## src/sv/badt_pkg.sv

```systemverilog
// Shared types, constants and rectangle helpers for the buffer age damage tracker.
// Used by badt_cell and buffer_age_damage_tracker_top; depends on nothing else.
package badt_pkg;

  // Number of frame boxes kept in the history chain
  localparam int HistDepth = 10;
  // Fill count holds 0..HistDepth
  localparam int CntW      = $clog2(HistDepth + 1);
  // Walk step counter indexes 0..HistDepth-1
  localparam int StepW     = (HistDepth > 1) ? $clog2(HistDepth) : 1;

  localparam int CoordW    = 16;
  localparam int SizeW     = 15;
  localparam int AddrW     = 4;
  localparam int DataW     = 32;
  localparam int InDataW   = 80;
  localparam int OutDataW  = 64;

  typedef struct packed {
    logic signed [CoordW-1:0] b;
    logic signed [CoordW-1:0] r;
    logic signed [CoordW-1:0] t;
    logic signed [CoordW-1:0] l;
  } box_t;

  typedef enum logic [1:0] {
    OP_RECORD = 2'd0,
    OP_QUERY  = 2'd1,
    OP_CLEAR  = 2'd2,
    OP_NONE   = 2'd3
  } opcode_e;

  typedef enum logic [1:0] {
    KIND_NONE   = 2'd0,
    KIND_FULL   = 2'd1,
    KIND_MERGED = 2'd2
  } region_kind_e;

  typedef enum logic [1:0] {
    CELL_HOLD   = 2'd0,
    CELL_PUSH   = 2'd1,
    CELL_ROTATE = 2'd2
  } cell_mode_e;

  typedef enum logic [1:0] {
    REG_PARTIAL = 2'd0,
    REG_WIDTH   = 2'd1,
    REG_HEIGHT  = 2'd2
  } cfg_reg_e;

  typedef struct packed {
    region_kind_e kind;
    box_t         box;
  } result_t;

  // A box is empty when right <= left or bottom <= top
  function automatic logic box_empty(box_t a);
    return ($signed(a.r) <= $signed(a.l)) || ($signed(a.b) <= $signed(a.t));
  endfunction

  // Bounding box of two boxes; an empty operand leaves the other one
  function automatic box_t box_union(box_t a, box_t c);
    box_t m;
    if (box_empty(a)) begin
      m = c;
    end else if (box_empty(c)) begin
      m = a;
    end else begin
      m.l = ($signed(a.l) < $signed(c.l)) ? a.l : c.l;
      m.t = ($signed(a.t) < $signed(c.t)) ? a.t : c.t;
      m.r = ($signed(a.r) > $signed(c.r)) ? a.r : c.r;
      m.b = ($signed(a.b) > $signed(c.b)) ? a.b : c.b;
    end
    return m;
  endfunction

  // Full-surface answer; a zero-size surface reports no damage
  function automatic result_t full_result(logic [SizeW-1:0] w, logic [SizeW-1:0] h);
    result_t res;
    res = '0;
    if ((w != '0) && (h != '0)) begin
      res.kind  = KIND_FULL;
      res.box.r = {1'b0, w};
      res.box.b = {1'b0, h};
    end else begin
      res.kind  = KIND_NONE;
    end
    return res;
  endfunction

endpackage

```

## src/sv/buffer_age_damage_tracker_top.sv

```systemverilog
// Buffer age damage tracker: record, clear and query of per-frame damage boxes.
// Record and clear words may follow back to back.
// A query that is decided at once goes from the emit state into the output register when it is free; one that
// merges history first rotates the cell chain once through all its cells in the walk state.
// The input is not ready in the walk or emit state. Reset clears fill count, frame box,
// configuration and handshake state; history cells hold whatever was last pushed.
module buffer_age_damage_tracker_top (
  input  logic                          clk_i,
  input  logic                          rst_ni,
  // Input stream
  input  logic                          s_axis_tvalid_i,
  output logic                          s_axis_tready_o,
  // [15:0] rect_left, [31:16] rect_top, [47:32] rect_right, [63:48] rect_bottom,
  // [71:64] buffer_age, [72] age_valid, [73] fbo_nonzero, [79:74] zero
  input  logic [badt_pkg::InDataW-1:0]  s_axis_tdata_i,
  // [1:0] opcode
  input  logic [1:0]                    s_axis_tuser_i,
  // last_rect
  input  logic                          s_axis_tlast_i,
  // Result stream
  output logic                          m_axis_tvalid_o,
  input  logic                          m_axis_tready_i,
  // [15:0] out_left, [31:16] out_top, [47:32] out_right, [63:48] out_bottom
  output logic [badt_pkg::OutDataW-1:0] m_axis_tdata_o,
  // [1:0] region_kind
  output logic [1:0]                    m_axis_tuser_o,
  // Configuration port
  input  logic                          psel,
  input  logic                          penable,
  input  logic                          pwrite,
  input  logic [badt_pkg::AddrW-1:0]    paddr,
  input  logic [badt_pkg::DataW-1:0]    pwdata,
  output logic [badt_pkg::DataW-1:0]    prdata,
  output logic                          pready
);

  typedef enum logic [2:0] {
    ST_IDLE = 3'b001,
    ST_WALK = 3'b010,
    ST_EMIT = 3'b100
  } state_e;

  state_e state_q, state_d;

  logic                         partial_q;
  logic [badt_pkg::SizeW-1:0]   width_q;
  logic [badt_pkg::SizeW-1:0]   height_q;

  logic [badt_pkg::CntW-1:0]    count_q, count_d;
  logic [badt_pkg::CntW-1:0]    need_q, need_d;
  logic [badt_pkg::StepW-1:0]   step_q, step_d;
  badt_pkg::box_t               frame_q, frame_d;
  badt_pkg::box_t               acc_q, acc_d;
  badt_pkg::result_t            res_q, res_d;
  badt_pkg::result_t            out_q;
  logic                         out_valid_q, out_valid_d;
  logic                         out_load;

  badt_pkg::cell_mode_e         cell_mode;
  badt_pkg::box_t               push_box;
  badt_pkg::box_t               cells [badt_pkg::HistDepth];

  logic                         in_fire;
  badt_pkg::opcode_e            opcode;
  badt_pkg::box_t               rect_in;
  badt_pkg::box_t               rect_merged;
  logic signed [7:0]            buffer_age;
  logic [7:0]                   need_wide;
  logic                         age_valid;
  logic                         fbo_nonzero;

  logic                         cfg_write;
  badt_pkg::cfg_reg_e           cfg_sel;

  // Configuration port
  assign pready    = 1'b1;
  assign cfg_write = psel && penable && pwrite && pready;
  assign cfg_sel   = badt_pkg::cfg_reg_e'(paddr[3:2]);

  always_ff @(posedge clk_i or negedge rst_ni) begin
    if (!rst_ni) begin
      partial_q <= 1'b0;
      width_q   <= '0;
      height_q  <= '0;
    end else if (cfg_write) begin
      unique case (cfg_sel)
        badt_pkg::REG_PARTIAL: partial_q <= pwdata[0];
        badt_pkg::REG_WIDTH:   width_q   <= pwdata[badt_pkg::SizeW-1:0];
        badt_pkg::REG_HEIGHT:  height_q  <= pwdata[badt_pkg::SizeW-1:0];
        default: ;
      endcase
    end
  end

  always_comb begin
    prdata = '0;
    unique case (cfg_sel)
      badt_pkg::REG_PARTIAL: prdata[0]                   = partial_q;
      badt_pkg::REG_WIDTH:   prdata[badt_pkg::SizeW-1:0] = width_q;
      badt_pkg::REG_HEIGHT:  prdata[badt_pkg::SizeW-1:0] = height_q;
      default:               prdata = '0;
    endcase
  end

  // Unpack the input word
  assign s_axis_tready_o = (state_q == ST_IDLE);
  assign in_fire         = s_axis_tvalid_i && s_axis_tready_o;
  assign opcode          = badt_pkg::opcode_e'(s_axis_tuser_i);
  assign rect_in         = s_axis_tdata_i[63:0];
  assign buffer_age      = s_axis_tdata_i[71:64];
  assign age_valid       = s_axis_tdata_i[72];
  assign fbo_nonzero     = s_axis_tdata_i[73];
  assign need_wide       = buffer_age - 8'sd1;

  // Fold the incoming rectangle into the frame box, skipping empty ones
  assign rect_merged = badt_pkg::box_empty(rect_in) ? frame_q
                                                    : badt_pkg::box_union(frame_q, rect_in);
  assign push_box    = rect_merged;

  // Control: decode words, walk the chain, hand the result to the output
  always_comb begin
    state_d   = state_q;
    count_d   = count_q;
    need_d    = need_q;
    step_d    = step_q;
    frame_d   = frame_q;
    acc_d     = acc_q;
    res_d     = res_q;
    cell_mode = badt_pkg::CELL_HOLD;
    out_load  = 1'b0;

    unique case (state_q)
      ST_IDLE: begin
        if (in_fire) begin
          case (opcode)
            badt_pkg::OP_RECORD: begin
              if (s_axis_tlast_i) begin
                cell_mode = badt_pkg::CELL_PUSH;
                frame_d   = '0;
                if (count_q != badt_pkg::CntW'(badt_pkg::HistDepth)) begin
                  count_d = count_q + 1'b1;
                end
              end else begin
                frame_d = rect_merged;
              end
            end
            badt_pkg::OP_CLEAR: begin
              count_d = '0;
            end
            badt_pkg::OP_QUERY: begin
              state_d = ST_EMIT;
              if (!partial_q || fbo_nonzero) begin
                res_d = badt_pkg::full_result(width_q, height_q);
              end else if (!age_valid || (buffer_age <= 8'sd0)) begin
                count_d = '0;
                res_d   = badt_pkg::full_result(width_q, height_q);
              end else if (buffer_age == 8'sd1) begin
                res_d = '0;
              end else if (need_wide > 8'(count_q)) begin
                res_d = badt_pkg::full_result(width_q, height_q);
              end else begin
                need_d  = need_wide[badt_pkg::CntW-1:0];
                step_d  = '0;
                acc_d   = '0;
                state_d = ST_WALK;
              end
            end
            default: ;
          endcase
        end
      end

      ST_WALK: begin
        // Cell zero shows entry step_q (newest first) as the chain rotates
        cell_mode = badt_pkg::CELL_ROTATE;
        if (badt_pkg::CntW'(step_q) < need_q) begin
          acc_d = badt_pkg::box_union(acc_q, cells[0]);
        end
        if (step_q == badt_pkg::StepW'(badt_pkg::HistDepth - 1)) begin
          state_d = ST_EMIT;
          if (badt_pkg::box_empty(acc_d)) begin
            res_d = '0;
          end else begin
            res_d.kind = badt_pkg::KIND_MERGED;
            res_d.box  = acc_d;
          end
        end else begin
          step_d = step_q + 1'b1;
        end
      end

      ST_EMIT: begin
        if (!out_valid_q || m_axis_tready_i) begin
          out_load = 1'b1;
          state_d  = ST_IDLE;
        end
      end

      default: state_d = ST_IDLE;
    endcase
  end

  // Output register holds a result until the sink takes it
  always_comb begin
    out_valid_d = out_valid_q;
    if (out_load) begin
      out_valid_d = 1'b1;
    end else if (m_axis_tready_i) begin
      out_valid_d = 1'b0;
    end
  end

  always_ff @(posedge clk_i or negedge rst_ni) begin
    if (!rst_ni) begin
      state_q     <= ST_IDLE;
      count_q     <= '0;
      frame_q     <= '0;
      out_valid_q <= 1'b0;
    end else begin
      state_q     <= state_d;
      count_q     <= count_d;
      frame_q     <= frame_d;
      out_valid_q <= out_valid_d;
    end
  end

  always_ff @(posedge clk_i) begin
    need_q <= need_d;
    step_q <= step_d;
    acc_q  <= acc_d;
    res_q  <= res_d;
    if (out_load) begin
      out_q <= res_q;
    end
  end

  assign m_axis_tvalid_o = out_valid_q;
  assign m_axis_tdata_o  = {out_q.box.b, out_q.box.r, out_q.box.t, out_q.box.l};
  assign m_axis_tuser_o  = out_q.kind;

  // History chain: cell zero is the newest frame; a push moves every box one
  // cell older, a rotation moves every box one cell newer with wraparound
  for (genvar g = 0; g < badt_pkg::HistDepth; g++) begin : g_cell
    badt_cell u_cell (
      .clk_i   (clk_i),
      .mode_i  (cell_mode),
      .lower_i ((g == 0) ? push_box
                         : cells[(g == 0) ? (badt_pkg::HistDepth - 1) : (g - 1)]),
      .upper_i (cells[(g == badt_pkg::HistDepth - 1) ? 0 : (g + 1)]),
      .box_o   (cells[g])
    );
  end

endmodule

```

## src/sv/badt_cell.sv

```systemverilog
// One history cell: holds one frame box and passes it to a neighbor.
// Depends on badt_pkg for box_t and cell_mode_e.
module badt_cell (
  input  logic                 clk_i,
  input  badt_pkg::cell_mode_e mode_i,
  input  badt_pkg::box_t       lower_i,
  input  badt_pkg::box_t       upper_i,
  output badt_pkg::box_t       box_o
);

  badt_pkg::box_t box_q;
  badt_pkg::box_t box_d;

  // Take from the newer neighbor on a push, from the older one on a rotation
  always_comb begin
    box_d = box_q;
    unique case (mode_i)
      badt_pkg::CELL_HOLD:   box_d = box_q;
      badt_pkg::CELL_PUSH:   box_d = lower_i;
      badt_pkg::CELL_ROTATE: box_d = upper_i;
      default:               box_d = box_q;
    endcase
  end

  always_ff @(posedge clk_i) begin
    box_q <= box_d;
  end

  assign box_o = box_q;

endmodule

```

## config.mk

```make
export PLATFORM = sky130hd
export DESIGN_NAME = buffer_age_damage_tracker_top
export DESIGN_NICKNAME = d
export VERILOG_FILES = /design/src/sv/badt_pkg.sv /design/src/sv/buffer_age_damage_tracker_top.sv /design/src/sv/badt_cell.sv
export SDC_FILE = /design/constraint.sdc
export NUM_CORES = 2
export LEC_CHECK = 0
export ABC_CLOCK_PERIOD_IN_PS = 31600
export BUFFER_PORTS_ARGS = -buffer_cell sky130_fd_sc_hd__buf_4
export CORE_UTILIZATION = 52
export DETAILED_ROUTE_END_ITERATION = 12
export PLACE_DENSITY_LB_ADDON = 0.2
export RECOVER_POWER = 25
export SKIP_LAST_GASP = 1
export SLEW_MARGIN = 20
export SYNTH_ARGS = -nofsm -noshare
export SYNTH_HDL_FRONTEND = slang
export SYNTH_SLANG_ARGS = --single-unit
```

## constraint.sdc

```tcl
create_clock -name clk_i -period 31.6 [get_ports clk_i]
set_input_delay 1.58 -clock clk_i [delete_from_list [all_inputs] [get_ports clk_i]]
set_output_delay 1.58 -clock clk_i [all_outputs]
set_load 0.01 [all_outputs]
```

Word level (Yosys, flattened, before mapping)
Cells that the tools add are included.
- flip-flop bits (word level): 947
- input bits: 126
- $add $sub $neg: 3
- $lt $le $gt $ge: 21
- eq/ne operators: 26
- muxes and demuxes: 75
- bitwise operators: 4
- reductions and logical operators: 33
- operators with widths (kind ; number):
    $pmux W64 S2 ; 11
    $mux W64 ; 13
    $mux W66 ; 8
    $le A16 B16 Y1 ; 10
    $pmux W66 S2 ; 1
    $mux W16 ; 8
    $gt A16 B16 Y1 ; 4
    $lt A16 B16 Y1 ; 4
    $mux W4 ; 11
    $mux W31 ; 1
    $reduce_bool A15 Y1 ; 2
    $pmux W14 S2 ; 1
    $mux W3 ; 8
    $ne A2 B2 Y1 const B ; 11
    $reduce_and A7 Y1 ; 3
    $pmux W4 S3 ; 1
    $pmux W3 S3 ; 1
    $add A4 B1 Y4 const B ; 2
    $eq A8 B2 Y1 const B ; 1
    $gt A8 B4 Y1 ; 1
    $le A8 B1 Y1 const B ; 1
    $logic_or A1 B1 Y1 ; 8
    $mux W1 ; 8
    $pmux W4 S2 ; 1
    other kinds (24) ; 42

Longest topological paths before layout
- depth after elaboration: 11
- depth in mapped cells: 25
- gate-level depth less buffers: 20

By module
Synthesis repeated with hierarchy kept, for this count alone.
- cell total of the unflattened synthesis: 3717
- area, all modules: 52556.7 um^2
- modules (own cells, without submodules) (module ; times used ; cells an instance ; area each (um^2)):
    badt_cell ; 10 ; 138 ; 3019.1
    buffer_age_damage_tracker_top ; 1 ; 2337 ; 22365.2

Worst setup path before layout
No wires, ideal clock.
- path kind: input port to flip-flop
- start point: input s_axis_tuser_i[1]
- end point: register g_cell[0].u_cell.box_q, in the netlist g_cell[0].u_cell.box_o[0] (enable)
- data arrival time: 15316 ps
- data required time: 30613 ps
- slack: 15297 ps
- stages: 8
- cells stage by stage: inv_1 -> ha_1 -> and3_1 -> buf_1 -> clkbuf_1 -> nand2_1 -> ha_1 -> inv_1
- cells in the longest elaborated chain, start to end: 6
- elaborated cells between the ends (all ways): 7
- those cells by class: eq/ne: 2; mux: 3; reduce/logical: 2
- ends and longest elaborated chain (element ; line ; text):
    start, declared ; buffer_age_damage_tracker_top.sv:17 ; input logic [1:0] s_axis_tuser_i,
    $logic_not A2 Y1 * ; buffer_age_damage_tracker_top.sv:135 ; case (opcode)
    $mux W1 * ; buffer_age_damage_tracker_top.sv:135 ;
    $mux W1 * ; buffer_age_damage_tracker_top.sv:134 ; if (in_fire) begin
    $pmux W2 S2 * ; buffer_age_damage_tracker_top.sv:132 ; unique case (state_q)
    $eq A2 B1 Y1 / $eq A2 B2 Y1 (equally long branches) ; badt_cell.sv:17 ; unique case (mode_i)
    $reduce_bool A2 Y1 (no source line) * ; -- ;
    end signal, assigned ; badt_cell.sv:26 ; box_q <= box_d;
    end, declared ; badt_cell.sv:11 ; badt_pkg::box_t box_q;
Every way passes the cells marked *; elsewhere a longest branch is shown, timed or not.
A chain may end at the register's enable or synchronous reset.

Final worst setup path
- start point: input s_axis_tuser_i[1]
- end point: register g_cell[1].u_cell.box_q, in the netlist g_cell[1].u_cell.box_o[24] (enable)
- cells in the longest elaborated chain, start to end: 6
- elaborated cells between the ends (all ways): 7
- those cells by class: eq/ne: 2; mux: 3; reduce/logical: 2
- ends and longest elaborated chain (element ; line):
    $logic_not A2 Y1 * ; buffer_age_damage_tracker_top.sv:135
    $mux W1 * ; buffer_age_damage_tracker_top.sv:135
    $mux W1 * ; buffer_age_damage_tracker_top.sv:134
    $pmux W2 S2 * ; buffer_age_damage_tracker_top.sv:132
    $eq A2 B1 Y1 / $eq A2 B2 Y1 (equally long branches) ; badt_cell.sv:17
    $reduce_bool A2 Y1 (no source line) * ; --
    end signal, assigned ; badt_cell.sv:26
    end, declared ; badt_cell.sv:11
Marks and branches as above.

==> flow_summary.toml <==
[worst_setup_path]
r2r-start = "state_q[0]$_DFFE_PN1P_"
cp_slowest_stage_delay_ns = 4.52
path_cells = "clkbuf_4, inv_1, ha_1, and3_1, clkbuf_1, nand2_1, ha_1, clkinvlp_2, buf_4, buf_4"
critPathRequiredTime_ns = 31.87
worstReg2RegEnd = "g_cell[1].u_cell.box_o[24]$_DFFE_PP_"
endpoint_kind = "register"
worst_ep_arrival_time_ns = 11.16
worst_setup_path_start_kind = "input port"
cpMaxStageDelayCell = "clkinvlp_2"
r2r_cells = 8
path_class = "input port to register"
cp_max_fo = 145
reg2reg_slack_ns = 20.98

[timing]
hold_viol = 0
finalCriticalPeriod_ns = 10.89
period_share_pct = 34.5
setup_viol = 0
max_freq_mhz = 91.8
worstMarginPinSlew_ns = 6.14
setup_tns_ns = 0
holdWs_ns = 0.415
rsz0062_at_grt = "no"
fin_skew_ns = 0.0182
relSlewSlack_pct = -311
maxSlewViolCount = 395

[finish]
drive_above_1_share_pct = 24.1
syn2layout_area_growth_pct = 12.1
nets = 4052
multi_input_area_um2 = 17400
nFillCells = 7128
regArea_um2 = 27900
final_cells = 4875

[global_route]
antenna_found_initial = 8
grt-ovfl-total = 0
grt_max_degree = 242
grt_pass1_wl_um = 161000
grt_use_total_pct = 23.2
grt_pass1_vias = 26900

[clocking]
cts_resized = 0
cts_tree = "done"
clk_pin_slew_ns = 0.06
insertion_delay_ns = 0.67
cts_buffers = 100
cts_root_buf = "clkbuf_16"
cts_sinks = 947
post_cts_buffers = 0
cts_hold_buf = 0
clk_path_buf_depth = 3
htree_levels = 3

[place]
io_buffers = 183
hpwl_um = 75000
dp.cells = 4683
gp_congestion = 0.889

[floorplan]
dieArea_um2 = 91400
die_h_um = 302
std_cell_rows = 109
ios = 227
start_util_pct = 52.8
core_um2 = 88900
fp.dieW_um = 302

[logic_synthesis]
avgSynthCellArea_um2 = 13.6
ys_types = 73
postSynthRegisterBits = 947
synth_flop_cell = "edfxtp_1"
yosys_warnings = 0
synth_edf_count = 844
synth_area_um2 = 46900
synthArstFlopShare_pct = 10.9
synth_cells = 3445
synth.yosys.seq_area_share_pct = 59.5

[worst_hold_path]
min_from = "res_q[10]$_SDFFCE_PP0P_"
holdPathEnd = "m_axis_tdata_o[10]$_DFFE_PP_"
hold_path_depth = 0
hp-class = "register to register"

[routing]
drc_errors = 0
vias = 27800
first_pass_iters = 5
ant_nets = 0
drt-initial-drc-count = 2482
via_per_inst = 5.70
drt-total-wl_um = 106000
wl_per_cell_um = 21.8

[power_and_ir_drop]
leakagePower_nw = 19.8
fin_total_pwr_mw = 3.15
power_density_nw_per_um2 = 59.9
vdd_drop_max_mv = 0.0451

[run]
drv_cap = 6

[outcome]
status = "finished with violations"
failed_checks = "max-capacitance violations, max-slew violations"
## cell type report
| cell class | count | area share (%) |
|---|---|---|
| clock inverters | 65 | 1.39 |
| clock buffers | 123 | 5.16 |
| repair buffers | 218 | 2.61 |
| well taps | 1165 | 2.77 |
| multi-input cells | 2098 | 33.1 |
| flip-flops and latches | 947 | 53.1 |
| diodes | 4 | 0.0190 |
| inverters | 255 | 1.82 |
## critical path: cells and delay by family
kind	cells	cell delay, ns
adder cells (fa/ha/maj)	2	0.57
buffers and inverters	6	8.48
AND/OR/NAND/NOR	2	0.34
## logic make-up (layout without fill, tap and decap cells)
family	count (synthesis)	after routing	share of synthesized area, %
other	2	22	0.0160
AOI/OAI and AO/OA	489	489	6.50
adders and majority gates	306	306	8.16
muxes	677	677	16.0
xor gates and xnor gates	7	7	0.131
buffers and inverters	416	661	3.61
DFF	947	947	59.5
and+or+nand+nor	601	601	6.08
## state kept, by name, summed over array words and instances (netlist names)
signal / flops
g_cell.u_cell.box_o: 640
res_q: 66
acc_q: 64
frame_q: 64
m_axis_tdata_o: 64
height_q: 15
width_q: 15
count_q: 4
need_q: 4
step_q: 4
state_q: 3
m_axis_tuser_o: 2
m_axis_tvalid_o: 1
partial_q: 1
## cells in the mapped netlist, types with 6 or more instances
| cell type | count | area [µm²] |
|---|---|---|
| mux2_2 | 546 | 6150 |
| mux2i_2 | 10 | 138 |
| inv_1 | 255 | 957 |
| and4_1 | 6 | 52.6 |
| a211oi_1 | 7 | 52.6 |
| nor3_1 | 15 | 75.1 |
| buf_4 | 18 | 135 |
| mux2i_1 | 121 | 1210 |
| clkbuf_1 | 119 | 447 |
| nand3_1 | 47 | 235 |
| o21a_1 | 12 | 90.1 |
| a31oi_1 | 9 | 56.3 |
| o21ai_1 | 20 | 100 |
| a2111oi_0 | 7 | 61.3 |
| or3_1 | 8 | 50.1 |
| a22o_1 | 46 | 403 |
| dfrtp_1 | 102 | 2550 |
| a21o_1 | 42 | 315 |
| nor2_1 | 138 | 518 |
| nand2_1 | 231 | 867 |
| o211ai_1 | 21 | 158 |
| nor4_1 | 14 | 87.6 |
| a21oi_1 | 97 | 485 |
| nor2b_1 | 32 | 200 |
| buf_1 | 10 | 37.5 |
| a22oi_1 | 14 | 105 |
| o21ai_0 | 177 | 886 |
| nand2b_1 | 13 | 81.3 |
| edfxtp_1 | 844 | 25300 |
| ha_1 | 306 | 3830 |
| or3b_2 | 16 | 140 |
| nand4_1 | 52 | 325 |
| buf_2 | 8 | 40.0 |
## placed cells by master, fill, tap and decap left out, types with 6 or more instances in the layout
master / instances
mux2_2: 544
a2111oi_0: 7
nand3_1: 47
a211oi_1: 7
and4_1: 6
clkinv_2: 22
clkbuf_16: 103
buf_4: 137
nand2_1: 230
a21oi_1: 96
ha_1: 306
nand2b_1: 13
clkinv_1: 15
clkinvlp_4: 6
or3b_2: 16
nand4_1: 52
o211ai_1: 21
inv_1: 254
or3_1: 8
a22o_1: 46
a31oi_1: 7
o21a_1: 12
a22oi_1: 14
a21o_1: 42
clkbuf_8: 6
nor3_1: 15
nor2b_1: 32
nor2_1: 137
clkbuf_1: 91
edfxtp_1: 844
o21ai_0: 177
o21ai_1: 20
nor4_1: 14
mux2i_2: 10
bufinv_16: 13
dfrtp_1: 102
conb_1: 18
mux2i_1: 121
## power breakdown
group          internal (mW)  total (mW)  switching, mW
Sequential              1.43        1.49         0.0627
Clock                  0.721        1.23          0.507
Combinational          0.182       0.433          0.251
## through the flow
stage	setup slack, ns	area (µm²)	util (%)
CTS	24.53	52900	59.5
finish	20.71	52600	59.1
global route	19.92	52600	59.1
global placement	24.56	49400	55.6
detailed placement	24.56	49400	55.6
floorplan	15.30	47000	-
## how the worst max path moves through the flow
stage	start	endpoint	slack (ns)	depth (start not counted)
after floorplan	s_axis_tuser_i[1]	g_cell[0].u_cell.box_o[0]$_DFFE_PP_	15.30	8
after global placement	step_q[1]$_SDFFCE_PN0P_	res_q[60]$_DFFE_PP_	24.56	18
after detailed placement	step_q[1]$_SDFFCE_PN0P_	res_q[60]$_DFFE_PP_	24.56	18
after CTS	step_q[1]$_SDFFCE_PN0P_	res_q[60]$_DFFE_PP_	24.53	18
after global routing	s_axis_tuser_i[1]	g_cell[4].u_cell.box_o[25]$_DFFE_PP_	19.92	10
final	s_axis_tuser_i[1]	g_cell[1].u_cell.box_o[24]$_DFFE_PP_	20.71	10
## layer usage
layer	vias up	share of wire [%]	global-route usage, %
met2	646	46	35.8
met4	2	2.1	6.29
met3	123	4.7	3.10
met1	13800	47	34.6
met5	-	0.012	0
li1	13200	-	-
(Power assumes the default switching activity.)
